===== src/hdl/pcos_pkg.sv =====
`timescale 1ns / 1ps

package pcos_pkg;

    // table size and derived widths
    localparam int MAX_OBSTACLES = 64;
    localparam int IDX_W         = (MAX_OBSTACLES > 1) ? $clog2(MAX_OBSTACLES) : 1;
    localparam int CNT_W         = $clog2(MAX_OBSTACLES + 1);

    // fixed field widths
    localparam int COUNT_W  = 7;
    localparam int SLOT_W   = 6;
    localparam int COORD_W  = 24;
    localparam int RAD_W    = 23;
    localparam int HIDX_W   = 6;
    localparam int SQ_W     = 2 * COORD_W;
    localparam int RSQ_W    = 2 * RAD_W;

    // item kinds
    localparam logic KIND_LOAD  = 1'b0;
    localparam logic KIND_QUERY = 1'b1;

    // input word
    typedef struct packed {
        logic                      kind;
        logic [SLOT_W-1:0]         entry_index;
        logic signed [COORD_W-1:0] coord_x;
        logic signed [COORD_W-1:0] coord_y;
        logic [RAD_W-1:0]          circle_radius;
    } t_in_word;

    // result word
    typedef struct packed {
        logic              hit;
        logic [HIDX_W-1:0] hit_index;
    } t_res_word;

    // one table entry
    typedef struct packed {
        logic signed [COORD_W-1:0] x;
        logic signed [COORD_W-1:0] y;
        logic [RAD_W-1:0]          r;
    } t_entry;

    // tag that travels with each table read through the compare pipeline
    typedef struct packed {
        logic             valid;
        logic             last;
        logic [IDX_W-1:0] idx;
    } t_tag;

endpackage


===== src/hdl/pcos_table.sv =====
`timescale 1ns / 1ps

// Obstacle table: one write port, one read port with registered data.
module pcos_table (
    input  logic                       i_clk,
    input  logic                       i_we,
    input  logic [pcos_pkg::IDX_W-1:0] i_waddr,
    input  pcos_pkg::t_entry           i_wdata,
    input  logic [pcos_pkg::IDX_W-1:0] i_raddr,
    output pcos_pkg::t_entry           o_rdata
);

    pcos_pkg::t_entry r_mem [pcos_pkg::MAX_OBSTACLES];
    pcos_pkg::t_entry r_rdata;

    // write port
    always_ff @(posedge i_clk) begin
        if (i_we) begin
            r_mem[i_waddr] <= i_wdata;
        end
    end

    // read port, registered output
    always_ff @(posedge i_clk) begin
        r_rdata <= r_mem[i_raddr];
    end

    assign o_rdata = r_rdata;

endmodule


===== config.mk =====
export PLATFORM = sky130hd
export DESIGN_NAME = pcos_table
export DESIGN_NICKNAME = d
export VERILOG_FILES = /design/src/hdl/pcos_pkg.sv /design/src/hdl/pcos_table.sv
export SDC_FILE = /design/constraint.sdc
export NUM_CORES = 2
export LEC_CHECK = 0
export CAP_MARGIN = 25
export CORE_ASPECT_RATIO = 1.75
export CORE_MARGIN = 2
export CORE_UTILIZATION = 29
export CTS_CLUSTER_SIZE = 25
export DETAILED_ROUTE_END_ITERATION = 12
export DONT_BUFFER_PORTS = 1
export GPL_TIMING_DRIVEN = 0
export HOLD_SLACK_MARGIN = 0.15
export PLACE_DENSITY_LB_ADDON = 0.1
export SYNTH_ARGS = -nofsm -noshare
export SYNTH_HDL_FRONTEND = slang
export SYNTH_MEMORY_MAX_BITS = 65536
export SYNTH_SLANG_ARGS = --single-unit
export TNS_END_PERCENT = 50

===== constraint.sdc =====
create_clock -name i_clk -period 6.1 [get_ports i_clk]
set_clock_uncertainty 0.15 [all_clocks]
set_input_delay 0.305 -clock i_clk [delete_from_list [all_inputs] [get_ports i_clk]]
set_output_delay 0.305 -clock i_clk [all_outputs]
set_load 0.005 [all_outputs]

# == After elaboration in Yosys (flattened, before gate mapping) ==
# Memories as Yosys holds them, arrays and structs flattened. A register that Yosys moved wholly into a read port is not among the register bits.
# Index checks and enable logic that the tools add are counted.
# op_classes
mux,2
# ops
op,n
1-bit 2-to-1 mux,2
# totals
ff_bits,0
mem_bits_rw,4544
inputBits,85
wordCells,3
mem_count,1
# memory_table
memory,depth,width,read_ports,rd_ports_with_merged_regs,wr,line_no,rtl
r_mem,64,71,1,1,1,pcos_table.sv:13,pcos_pkg::t_entry r_mem [pcos_pkg::MAX_OBSTACLES];

# == Longest topological paths before layout ==
# logic_depth
word_depth,2
ltp_mapped,8
depth_no_buf,4

# == Worst setup path after synthesis ==
# No wires, ideal clock.
# synth_timing
kind,input-to-reg
startpoint,input port i_waddr[3] (netlist name)
endpoint,memory r_mem[48][0] (netlist name) (enable)
arrival_ps,5646
required_time_ps,5363
slack_ps,-283
cell_stages,4
path_buffers,1
path_cell_list,clkbuf_1 nor2b_1 nand4b_1 nor3_1
# synth_lines
element,line_no,rtl
"start, declared",pcos_table.sv:7,"input logic [pcos_pkg::IDX_W-1:0] i_waddr,"
"end, declared",pcos_table.sv:13,
# No word-level cell before the write port.

==> impl_metrics.env <==
export IMPL_clockPowerShare_pct=41.7
export IMPL_placementRows=375
export IMPL_hpwl_um=521000
export IMPL_synth_cell_types=30
export IMPL_cp_required_ps=6780
export IMPL_worstSetupStartpointType="input port"
export IMPL_io_buffers=0
export IMPL_clkLatencyLatePin_ps=1060
export IMPL_crit_fanout=12
export IMPL_ys_top_cells_by_area="edfxtp_1, mux4_2, a22oi_1, dfxtp_1, mux2i_1"
export IMPL_drtAntennaViolNets=0
export IMPL_fin_crit_ps=4220
export IMPL_cts_hold_buf=243
export IMPL_maxCapViolCount=0
export IMPL_initial_core_util_pct=29.1
export IMPL_path_cells="buf_2 -> buf_2 -> clkbuf_1 -> mux4_2 -> a22oi_1 -> nand3_1 -> o211a_1"
export IMPL_crit_arrival_ps=4900
export IMPL_dieWidth_um=587
export IMPL_cts_tree="built"
export IMPL_cts_resized=0
export IMPL_worstSetupEndpointType="flip-flop"
export IMPL_clockBufferDepth=5
export IMPL_leakagePower_nw=65.2
export IMPL_p_sw_mw=15.6
export IMPL_synth_area_mm2=0.173
export IMPL_track_usage_pct=23.8
export IMPL_power_density_mw_per_mm2=321
export IMPL_hold_path_class="in2reg"
export IMPL_hold_violations=0
export IMPL_grt_pass1_vias=90900
export IMPL_crit_top_cell="buf_2"
export IMPL_viasPerCell=5.28
export IMPL_crit_slowest_cell="a22oi_1"
export IMPL_critPathMaxStageDelay_ps=1140
export IMPL_first_pass_iters=5
export IMPL_synthCells=7207
export IMPL_dieArea_mm2=0.602
export IMPL_switching_share_pct=23.1
export IMPL_ys_seq_area_share_pct=79.8
export IMPL_rsz0062_at_grt="no"
export IMPL_cts_sinks=4615
export IMPL_crit_type="in2reg"
export IMPL_remaining_drc_errors=0
export IMPL_p_int_mw=52.1
export IMPL_syn_area_per_cell_um2=24.0
export IMPL_grt_first_pass_wirelength_um=931000
export IMPL_power_frac_comb_pct=6.4
export IMPL_p_seq_share_pct=51.9
export IMPL_synth_seq_cells=4615
export IMPL_initialDrtViolationCount=10000
export IMPL_area_growth_pct=22.1
export IMPL_fill_cells=54700
export IMPL_mostFrequentLayoutCell="edfxtp_1"
export IMPL_setup_viol=0
export IMPL_status="finished clean"
export IMPL_ir_drop_v=0.000230
export IMPL_wl_per_cell_um=43.6
export IMPL_die_h_um=1030
export IMPL_drive_gt1_share_pct=30.6
export IMPL_syn_nets=7292
export IMPL_core_area_mm2=0.594
export IMPL_ctsRootBufferMaster="clkbuf_16"
export IMPL_fmax_ghz=0.237
export IMPL_final_cell_mix="edfxtp_1, mux4_2, clkbuf_16, buf_12, a22oi_1"
export IMPL_yosys_warnings=0
export IMPL_wl_um=729000
export IMPL_clkTransAtPathRegs_ps=70
export IMPL_gp_congestion=0.765
export IMPL_numCtsBuffers=465
export IMPL_vias=88200
export IMPL_post_route_util_pct=35.5
export IMPL_htreeDepth=5
export IMPL_synth_top_cell_area_share_pct=79.0
export IMPL_grt_start_max_net_pins=65
export IMPL_antenna_found_initial=72
export IMPL_grt_overflow=0
export IMPL_tightest_slew_ps=1480
export IMPL_p_total_mw=67.8
export IMPL_fin_crit_sh_pct=69.3
export IMPL_io_pins=156
export IMPL_yosys_area_top_type="edfxtp_1"
export IMPL_slew_violations=0
export IMPL_slew_headroom_pct=1.51
export IMPL_nNetsFinal=8459
export IMPL_postCtsSetupBuffers=0
==> cell type report <==
cell class              instances  area, um2  share of cell area, %
plain buffers                 414       2040                  0.965
repair buffers                700      13100                   6.20
multi-input cells            2178      33500                   15.9
clock buffers                 587      12200                   5.81
diodes                         57        143                 0.0676
well taps                    7917       9910                   4.70
clock inverters               247       2170                   1.03
flip-flops and latches       4615     138000                   65.4
==> final timing paths <==
path / from / to / slack, ps / cells past startpoint
min: i_wdata[14] / r_mem[19][14] / 200 / 2
max reg2reg: r_mem[51][21] / o_rdata[21] / 2850 / 4
max: i_raddr[1] / o_rdata[21] / 1880 / 7
min reg2reg: r_mem[31][66] / o_rdata[66] / 740 / 4
==> power groups by stage <==
| stage | clock [mW] | sequential (mW) | combinational, mW |
|---|---|---|---|
| after floorplan | 0 | 35.9 | 1.61 |
| after global placement | 0 | 35.9 | 3.31 |
| after detailed placement | 0 | 35.9 | 3.53 |
| after CTS | 28.8 | 35.2 | 4.40 |
| after global routing | 29.8 | 35.2 | 4.44 |
| final | 28.3 | 35.2 | 4.31 |
==> critical path, delay by kind of cell <==
kind	cells	cell delay [ps]
AND/OR/NAND/NOR	1	390
multiplexers	1	420
buffers and inverters	3	2060
AO/OA/AOI/OAI	2	1610
==> metal layers <==
layer | routed length, um | share of wire (%) | track usage [%]
met5 | 213 | 0.029 | 0
met2 | 390000 | 53 | 43.6
met1 | 261000 | 36 | 27.0
met3 | 38900 | 5.3 | 3.52
met4 | 38500 | 5.3 | 11.5
==> registers in the layout, summed over array words and instances, names as in the netlist <==
name     flops
r_mem     4544
o_rdata     71
==> cells by family after synthesis <==
group / Yosys count / share of synthesized area, %
AOI/OAI and AO/OA: 617 / 2.72
buffers and inverters: 414 / 1.13
DFF: 4615 / 79.8
muxes: 1250 / 15.5
and+or+nand+nor: 311 / 0.881
==> cell usage after synthesis <==
master and number:
edfxtp_1 4544, mux4_2 1136, a22oi_1 284, clkbuf_1 165, buf_2 152, o22ai_1 141, nand3_1 125, nor2_1 116
mux2i_1 114, dfxtp_1 71, o211a_1 71, a211oi_1 70, o221ai_1 50, buf_4 48, buf_1 45, nand3b_1 27
nand2b_1 9, nor2b_1 9, nand2_1 8, buf_6 4, or3_1 3, and2_1 2, nand4_1 2, nor3_1 2
or2_2 2, or3b_1 2, or3b_2 2, a221oi_1 1, and2_0 1, nand4b_1 1
==> metrics by stage <==
stage / area [um2] / worst slack (ps) / hold slack (ps) / instances / TNS, ps
2_1_floorplan: 173000 / -277 / 254 / 7207 / -19670
3_3_place_gp: 183000 / -12070 / 258 / 15100 / -
3_5_place_dp: 192000 / 889 / 257 / 15600 / 0
4_1_cts: 211000 / 2030 / 151 / 16700 / 0
5_1_grt: 211000 / 2070 / 202 / 16700 / 0
6_report: 211000 / 1880 / 201 / 16700 / 0
Note: power is estimated with default switching activity, not from simulation.
