File: src/hdl/pcos_pkg.sv
`timescale 1ns / 1ps

package pcos_pkg;

    // table size and derived widths
    localparam int MAX_OBSTACLES = 64;
    localparam int IDX_W         = (MAX_OBSTACLES > 1) ? $clog2(MAX_OBSTACLES) : 1;
    localparam int CNT_W         = $clog2(MAX_OBSTACLES + 1);

    // fixed field widths
    localparam int COUNT_W  = 7;
    localparam int SLOT_W   = 6;
    localparam int COORD_W  = 24;
    localparam int RAD_W    = 23;
    localparam int HIDX_W   = 6;
    localparam int SQ_W     = 2 * COORD_W;
    localparam int RSQ_W    = 2 * RAD_W;

    // item kinds
    localparam logic KIND_LOAD  = 1'b0;
    localparam logic KIND_QUERY = 1'b1;

    // input word
    typedef struct packed {
        logic                      kind;
        logic [SLOT_W-1:0]         entry_index;
        logic signed [COORD_W-1:0] coord_x;
        logic signed [COORD_W-1:0] coord_y;
        logic [RAD_W-1:0]          circle_radius;
    } t_in_word;

    // result word
    typedef struct packed {
        logic              hit;
        logic [HIDX_W-1:0] hit_index;
    } t_res_word;

    // one table entry
    typedef struct packed {
        logic signed [COORD_W-1:0] x;
        logic signed [COORD_W-1:0] y;
        logic [RAD_W-1:0]          r;
    } t_entry;

    // tag that travels with each table read through the compare pipeline
    typedef struct packed {
        logic             valid;
        logic             last;
        logic [IDX_W-1:0] idx;
    } t_tag;

endpackage

File: src/hdl/pcos_dist.sv
`timescale 1ns / 1ps

// Three-stage compare: |dx|,|dy| -> squares -> sum and compare with r*r.
module pcos_dist (
    input  logic                                i_clk,
    input  logic                                i_rst_n,
    input  logic                                i_flush,
    input  pcos_pkg::t_tag                      i_tag,
    input  pcos_pkg::t_entry                    i_entry,
    input  logic signed [pcos_pkg::COORD_W-1:0] i_px,
    input  logic signed [pcos_pkg::COORD_W-1:0] i_py,
    output pcos_pkg::t_tag                      o_tag,
    output logic                                o_match
);

    localparam int DW = pcos_pkg::COORD_W + 1;

    pcos_pkg::t_tag r_tag1, r_tag2, r_tag3;
    logic [pcos_pkg::COORD_W-1:0]  r_dx, r_dy;
    logic [pcos_pkg::RAD_W-1:0]    r_rad;
    logic [pcos_pkg::SQ_W-1:0]     r_dx2, r_dy2;
    logic [pcos_pkg::RSQ_W-1:0]    r_rr;
    logic                          r_match;

    logic signed [DW-1:0]          w_dx, w_dy;
    logic [DW-1:0]                 w_adx, w_ady;
    logic [pcos_pkg::SQ_W:0]       w_sum;

    // signed differences and magnitudes; magnitude fits in COORD_W bits
    always_comb begin
        w_dx  = {i_px[pcos_pkg::COORD_W-1], i_px} - {i_entry.x[pcos_pkg::COORD_W-1], i_entry.x};
        w_dy  = {i_py[pcos_pkg::COORD_W-1], i_py} - {i_entry.y[pcos_pkg::COORD_W-1], i_entry.y};
        w_adx = w_dx[DW-1] ? DW'(-w_dx) : DW'(w_dx);
        w_ady = w_dy[DW-1] ? DW'(-w_dy) : DW'(w_dy);
        w_sum = {1'b0, r_dx2} + {1'b0, r_dy2};
    end

    // tag chain, cleared by flush
    always_ff @(posedge i_clk) begin
        if (!i_rst_n || i_flush) begin
            r_tag1 <= '0;
            r_tag2 <= '0;
            r_tag3 <= '0;
        end else begin
            r_tag1 <= i_tag;
            r_tag2 <= r_tag1;
            r_tag3 <= r_tag2;
        end
    end

    // datapath stages
    always_ff @(posedge i_clk) begin
        // stage 1: magnitudes
        r_dx        <= w_adx[pcos_pkg::COORD_W-1:0];
        r_dy        <= w_ady[pcos_pkg::COORD_W-1:0];
        r_rad       <= i_entry.r;
        // stage 2: squares
        r_dx2       <= r_dx * r_dx;
        r_dy2       <= r_dy * r_dy;
        r_rr        <= r_rad * r_rad;
        // stage 3: compare
        r_match     <= (w_sum <= (pcos_pkg::SQ_W+1)'(r_rr));
    end

    assign o_tag   = r_tag3;
    assign o_match = r_match;

endmodule

File: config.mk
export PLATFORM = sky130hd
export DESIGN_NAME = pcos_dist
export DESIGN_NICKNAME = d
export VERILOG_FILES = /design/src/hdl/pcos_pkg.sv /design/src/hdl/pcos_dist.sv
export SDC_FILE = /design/constraint.sdc
export NUM_CORES = 2
export LEC_CHECK = 0
export ABC_AREA = 0
export BUFFER_PORTS_ARGS = -buffer_cell sky130_fd_sc_hd__buf_4
export CAP_MARGIN = 10
export CORE_UTILIZATION = 40
export DETAILED_ROUTE_END_ITERATION = 8
export HOLD_SLACK_MARGIN = 0.15
export PLACE_DENSITY = 0.64
export SYNTH_ARGS = -nofsm -noshare
export SYNTH_HDL_FRONTEND = slang
export SYNTH_SLANG_ARGS = --single-unit
File: constraint.sdc
create_clock -name i_clk -period 9.5 [get_ports i_clk]
set_clock_uncertainty 0.15 [all_clocks]
set_input_delay 0.475 -clock i_clk [delete_from_list [all_inputs] [get_ports i_clk]]
set_output_delay 0.475 -clock i_clk [all_outputs]
set_load 0.03 [all_outputs]
Yosys cells after proc, flatten, opt, wreduce, memory -nomap -nowiden
Index checks and enable logic that the tools add are counted.

operators by class
  add/subtract/negate cells = 5
  $mul = 3
  order comparisons = 1
  muxes and demuxes = 2
  reduce and logical (&&, ||, !) cells = 2

operators with widths
  operator                                                     number
  24-bit by 24-bit multiplier with 48-bit output               2
  24-bit by 24-bit subtractor with 25-bit output               2
  48-bit by 48-bit adder with 49-bit output                    1
  49-bit by 46-bit less-or-equal comparator with 1-bit output  1
  24-bit 2-to-1 mux                                            2
  24-bit negation                                              2
  23-bit by 23-bit multiplier with 46-bit output               1
  1-bit zero test                                              1
  1-bit logical OR                                             1

word-level totals
  register bits = 238

Depth between registers and ports, before layout
  depth in word-level cells = 3
  depth in mapped cells = 28
  mapped depth without buffers = 27

Least setup slack after synthesis
No wires, ideal clock.

  kind = register to register
  start = register r_dx[14] in the netlist's numbering
  end = register r_dx2[44] in the netlist's numbering
  library setup time = 72 ps
  arrival time = 7184 ps
  required time = 9278 ps
  path slack = 2094 ps
  stages on the path, launching flop included = 28
  path through = dfxtp_1 > clkbuf_1 > nand2_1 > fa_1 > inv_1 > fa_1 > inv_1 > fa_1 > inv_1 > fa_1 > inv_1 > fa_1 > inv_1 > fa_1 > inv_1 > fa_1 > inv_1 > ha_1 > and3_1 > a221o_1 > a21o_1 > a31o_2 > o31ai_1 > o211ai_1 > a31oi_1 > o21bai_1 > a21oi_1 > xnor2_1

on the way
  cells in the longest elaborated chain, start to end = 1

ends and longest elaborated chain
  element                                         line             RTL
  from (decl)                                     pcos_dist.sv:19  logic [pcos_pkg::COORD_W-1:0] r_dx, r_dy;
  from (signal assigned)                          pcos_dist.sv:54  r_dx <= w_adx[pcos_pkg::COORD_W-1:0];
  24-bit by 24-bit multiplier with 48-bit output  pcos_dist.sv:58  r_dx2 <= r_dx * r_dx;
  to (signal assigned)                            pcos_dist.sv:58
  to (decl)                                       pcos_dist.sv:21  logic [pcos_pkg::SQ_W-1:0] r_dx2, r_dy2;

No other way between the ends.
A chain may end at the register's enable or synchronous reset.

Final worst setup path
  start = register r_dx[0] in the netlist's numbering
  end = register r_dx2[47] in the netlist's numbering

The elaborated chain is that of the path after synthesis.

==> flow_summary_export.csv <==
group,metric,value,unit
status,status,"completed",
routing,drtIter0Drc,2470,
timing,slew_viol_final,0,
cells_and_area,stdcell_count,8643,
timing,rsz0062_at_grt,"no",
clock_tree,cts.sinks,235,
min_path,hp-class,"in -> reg",
placed_design,dpl.cell_count,8550,
routing,routedWlPerCell,16.2,µm
floorplan,rows,141,
synth,netlist_area,59700,µm²
clock_tree,cts_max_level,2,
routing,vias_per_cell,4.95,
critical_path,crit_family,"adder cells",
synth,synth_ff_type,"dfxtp_1",
floorplan,fp.dieH,388,µm
synth,synthesis.nets,8633,
clock_tree,path_clk_slew,0.06,ns
floorplan,core-area,148000,µm²
global_routing,track_usage,19.3,%
synth,syn-instance-count,6605,
cells_and_area,antenna_cells,0,
synth,ys_warn_count,0,
floorplan,ios,139,
critical_path,required,9.81,ns
synth,synth_cell_types,79,
global_routing,grt_overflow,0,
timing,setup_viol,0,
critical_path,critical_path_arrival,8.59,ns
synth,yosysSeqAreaShare,7.88,%
synth,syn_avg_cell_area,9.04,µm²
cells_and_area,utilization,43.5,%
global_routing,grt_max_degree,27,
timing,hold_viol_final,0,
critical_path,endpoint_kind,"flop",
routing,wl,140,mm
timing,tightestPinTransition,1.29,ns
cells_and_area,layout_commonest_cell,"inv_1",
critical_path,cp_slowest_cell,"dfxtp_1",
critical_path,r2r_setup_slack,1.22,ns
timing,period_minus_slack,8.28,ns
timing,clock.fmax,0.121,GHz
cells_and_area,fillCellCount,14347,
synth,async_flop_share,0,%
cells_and_area,area_growth,7.81,%
routing,post-route-drc-count,0,
floorplan,start_util,40.3,%
cells_and_area,layout.nets,8718,
cells_and_area,drive_gt1_share,4.36,%
cells_and_area,postLayoutCellArea,64400,µm²
global_routing,grt_pass1_wl,236,mm
global_routing,antenna_found_initial,2,
critical_path,crit_path_start_kind,"flop",
clock_tree,cts_tree,"built",
routing,ant_nets,0,
timing,setup_tns,0,ns
global_routing,grt_pass1_vias,46673,
cells_and_area,layout_common_cells,"inv_1 (1,803), fa_1 (1,231), ha_1 (667), nand2_1 (577), and2_1 (382)",
routing,first_pass_iters,6,
routing,vias,42769,
timing,slew_headroom,13.8,%
floorplan,die_w,388,µm
critical_path,crit_buf_inv,7,
critical_path,max_stage_delay,0.95,ns
clock_tree,cts-buffers-inserted,34,
synth,synth-seq-cells,235,
floorplan,die_area,151000,µm²
placed_design,post_dp_cell_area,62900,µm²
placed_design,place_congestion,0.902,
run,max_cap_viol_count,0,
critical_path,crit_type,"reg -> reg",
placed_design,post-dp-hpwl,117,mm
clock_tree,cts_root_buffer,"clkbuf_16",
timing,fin_crit_sh,87.1,%
synth,synth_edf_count,0,
clock_tree,ctsLongestPathBuffers,3,
clock_tree,post_cts_buffers,0,
placed_design,port_buffers,138,
clock_tree,insertion_delay,0.60,ns
critical_path,crit_path_max_fanout,25,
## what timing repair did
| item | in CTS | in global routing |
|---|---|---|
| gates resized for setup | 0 | 0 |
| endpoints found under the setup margin | 0 | 0 |
| hold buffers | 34 | 0 |
| endpoints found under the hold margin | 33 | 0 |
## cells in the mapped netlist (all sizes together) (7+ instances only)
master / count / area, µm²
xor2: 100 / 876
a211oi: 34 / 268
a211o: 16 / 140
o31ai: 22 / 165
nor2b: 46 / 288
dfxtp: 235 / 4700
and3: 24 / 150
o211ai: 25 / 188
a31o: 8 / 70.1
o2111ai: 7 / 61.3
a21boi: 9 / 67.6
a21oi: 241 / 1210
nor2: 181 / 679
and2: 382 / 2390
or2: 13 / 81.3
clkbuf: 180 / 676
and4: 11 / 96.3
xnor2: 172 / 1510
inv: 1803 / 6770
o21ai: 123 / 616
nor4: 10 / 62.6
nand2: 577 / 2170
nand4: 33 / 206
o21bai: 41 / 308
fa: 1231 / 24600
or3: 13 / 91.3
a31oi: 33 / 206
nand3: 45 / 225
nand2b: 24 / 150
a21o: 134 / 1010
ha: 667 / 8350
nor3: 32 / 160
o21a: 30 / 226
## worst register-to-register path, stage by stage (launching register included)
cell and delay [ns]:
dfxtp_1 0.95, nand2_1 0.22, fa_1 0.55, inv_1 0.05, fa_1 0.52, inv_1 0.06, fa_1 0.54, inv_1 0.06
fa_1 0.51, inv_1 0.06, fa_1 0.52, inv_1 0.05, fa_1 0.48, inv_1 0.05, fa_1 0.48, inv_1 0.04
ha_1 0.36, and3_1 0.22, nand3_1 0.16, a2111oi_0 0.63, nand3b_1 0.19, o21ai_0 0.22, a211oi_1 0.38, o31ai_1 0.23
o2111ai_1 0.25, o211ai_1 0.13, xnor2_1 0.15
## through the flow
step	worst slack, ns	hold slack (ns)
floorplan	2.09	0.235
global placement	1.44	0.257
detailed placement	1.30	0.262
CTS	1.25	0.198
global route	0.711	0.246
finish	1.22	0.234
## registers in the layout, indices dropped and copies added (netlist names)
register  count
o_match       1
r_dx2        47
r_dy         24
o_tag         8
r_tag2        8
r_tag1        8
r_rad        23
r_dy2        47
r_rr         45
r_dx         24
## logic make-up after synthesis
logic type	count (synthesis)	synth area share (%)
XOR/XNOR	272	3.99
AO/OA/AOI/OAI	784	8.52
AND/OR/NAND/NOR	1418	11.7
adder cells (fa/ha/maj)	1898	55.2
multiplexers	9	0.161
flip-flops	235	7.88
buffers and inverters	1989	12.5
## routing by layer
layer	up-vias	part of all wire [%]	GRT usage, %
li1	20143	-	-
met2	962	50	34.0
met5	-	0.0093	0
met3	162	5.1	2.56
met1	21500	43	25.3
met4	2	1.9	4.02
## final timing paths
| kind | cells past startpoint | from | end |
|---|---|---|---|
| hold / removal | 4 | i_px[0] | r_dx[0] |
| setup / recovery | 26 | r_dx[0] | r_dx2[47] |
| hold reg to reg | 1 | r_tag2[3] | o_tag[3] |
| setup reg to reg | 26 | r_dx[0] | r_dx2[47] |
## final cells by class
cell class / instances / area (µm²) / share of cell area, %
clock buffers: 46 / 987 / 1.53
repair buffers: 235 / 1850 / 2.87
flip-flops and latches: 235 / 4700 / 7.31
well taps: 1930 / 2410 / 3.75
multi-input cells: 4381 / 47500 / 73.8
inverters: 1803 / 6770 / 10.5
clock inverters: 13 / 121 / 0.189
Power is not shown: default switching activity piles up to over one toggle a cycle in this logic, so the estimate is an artifact.
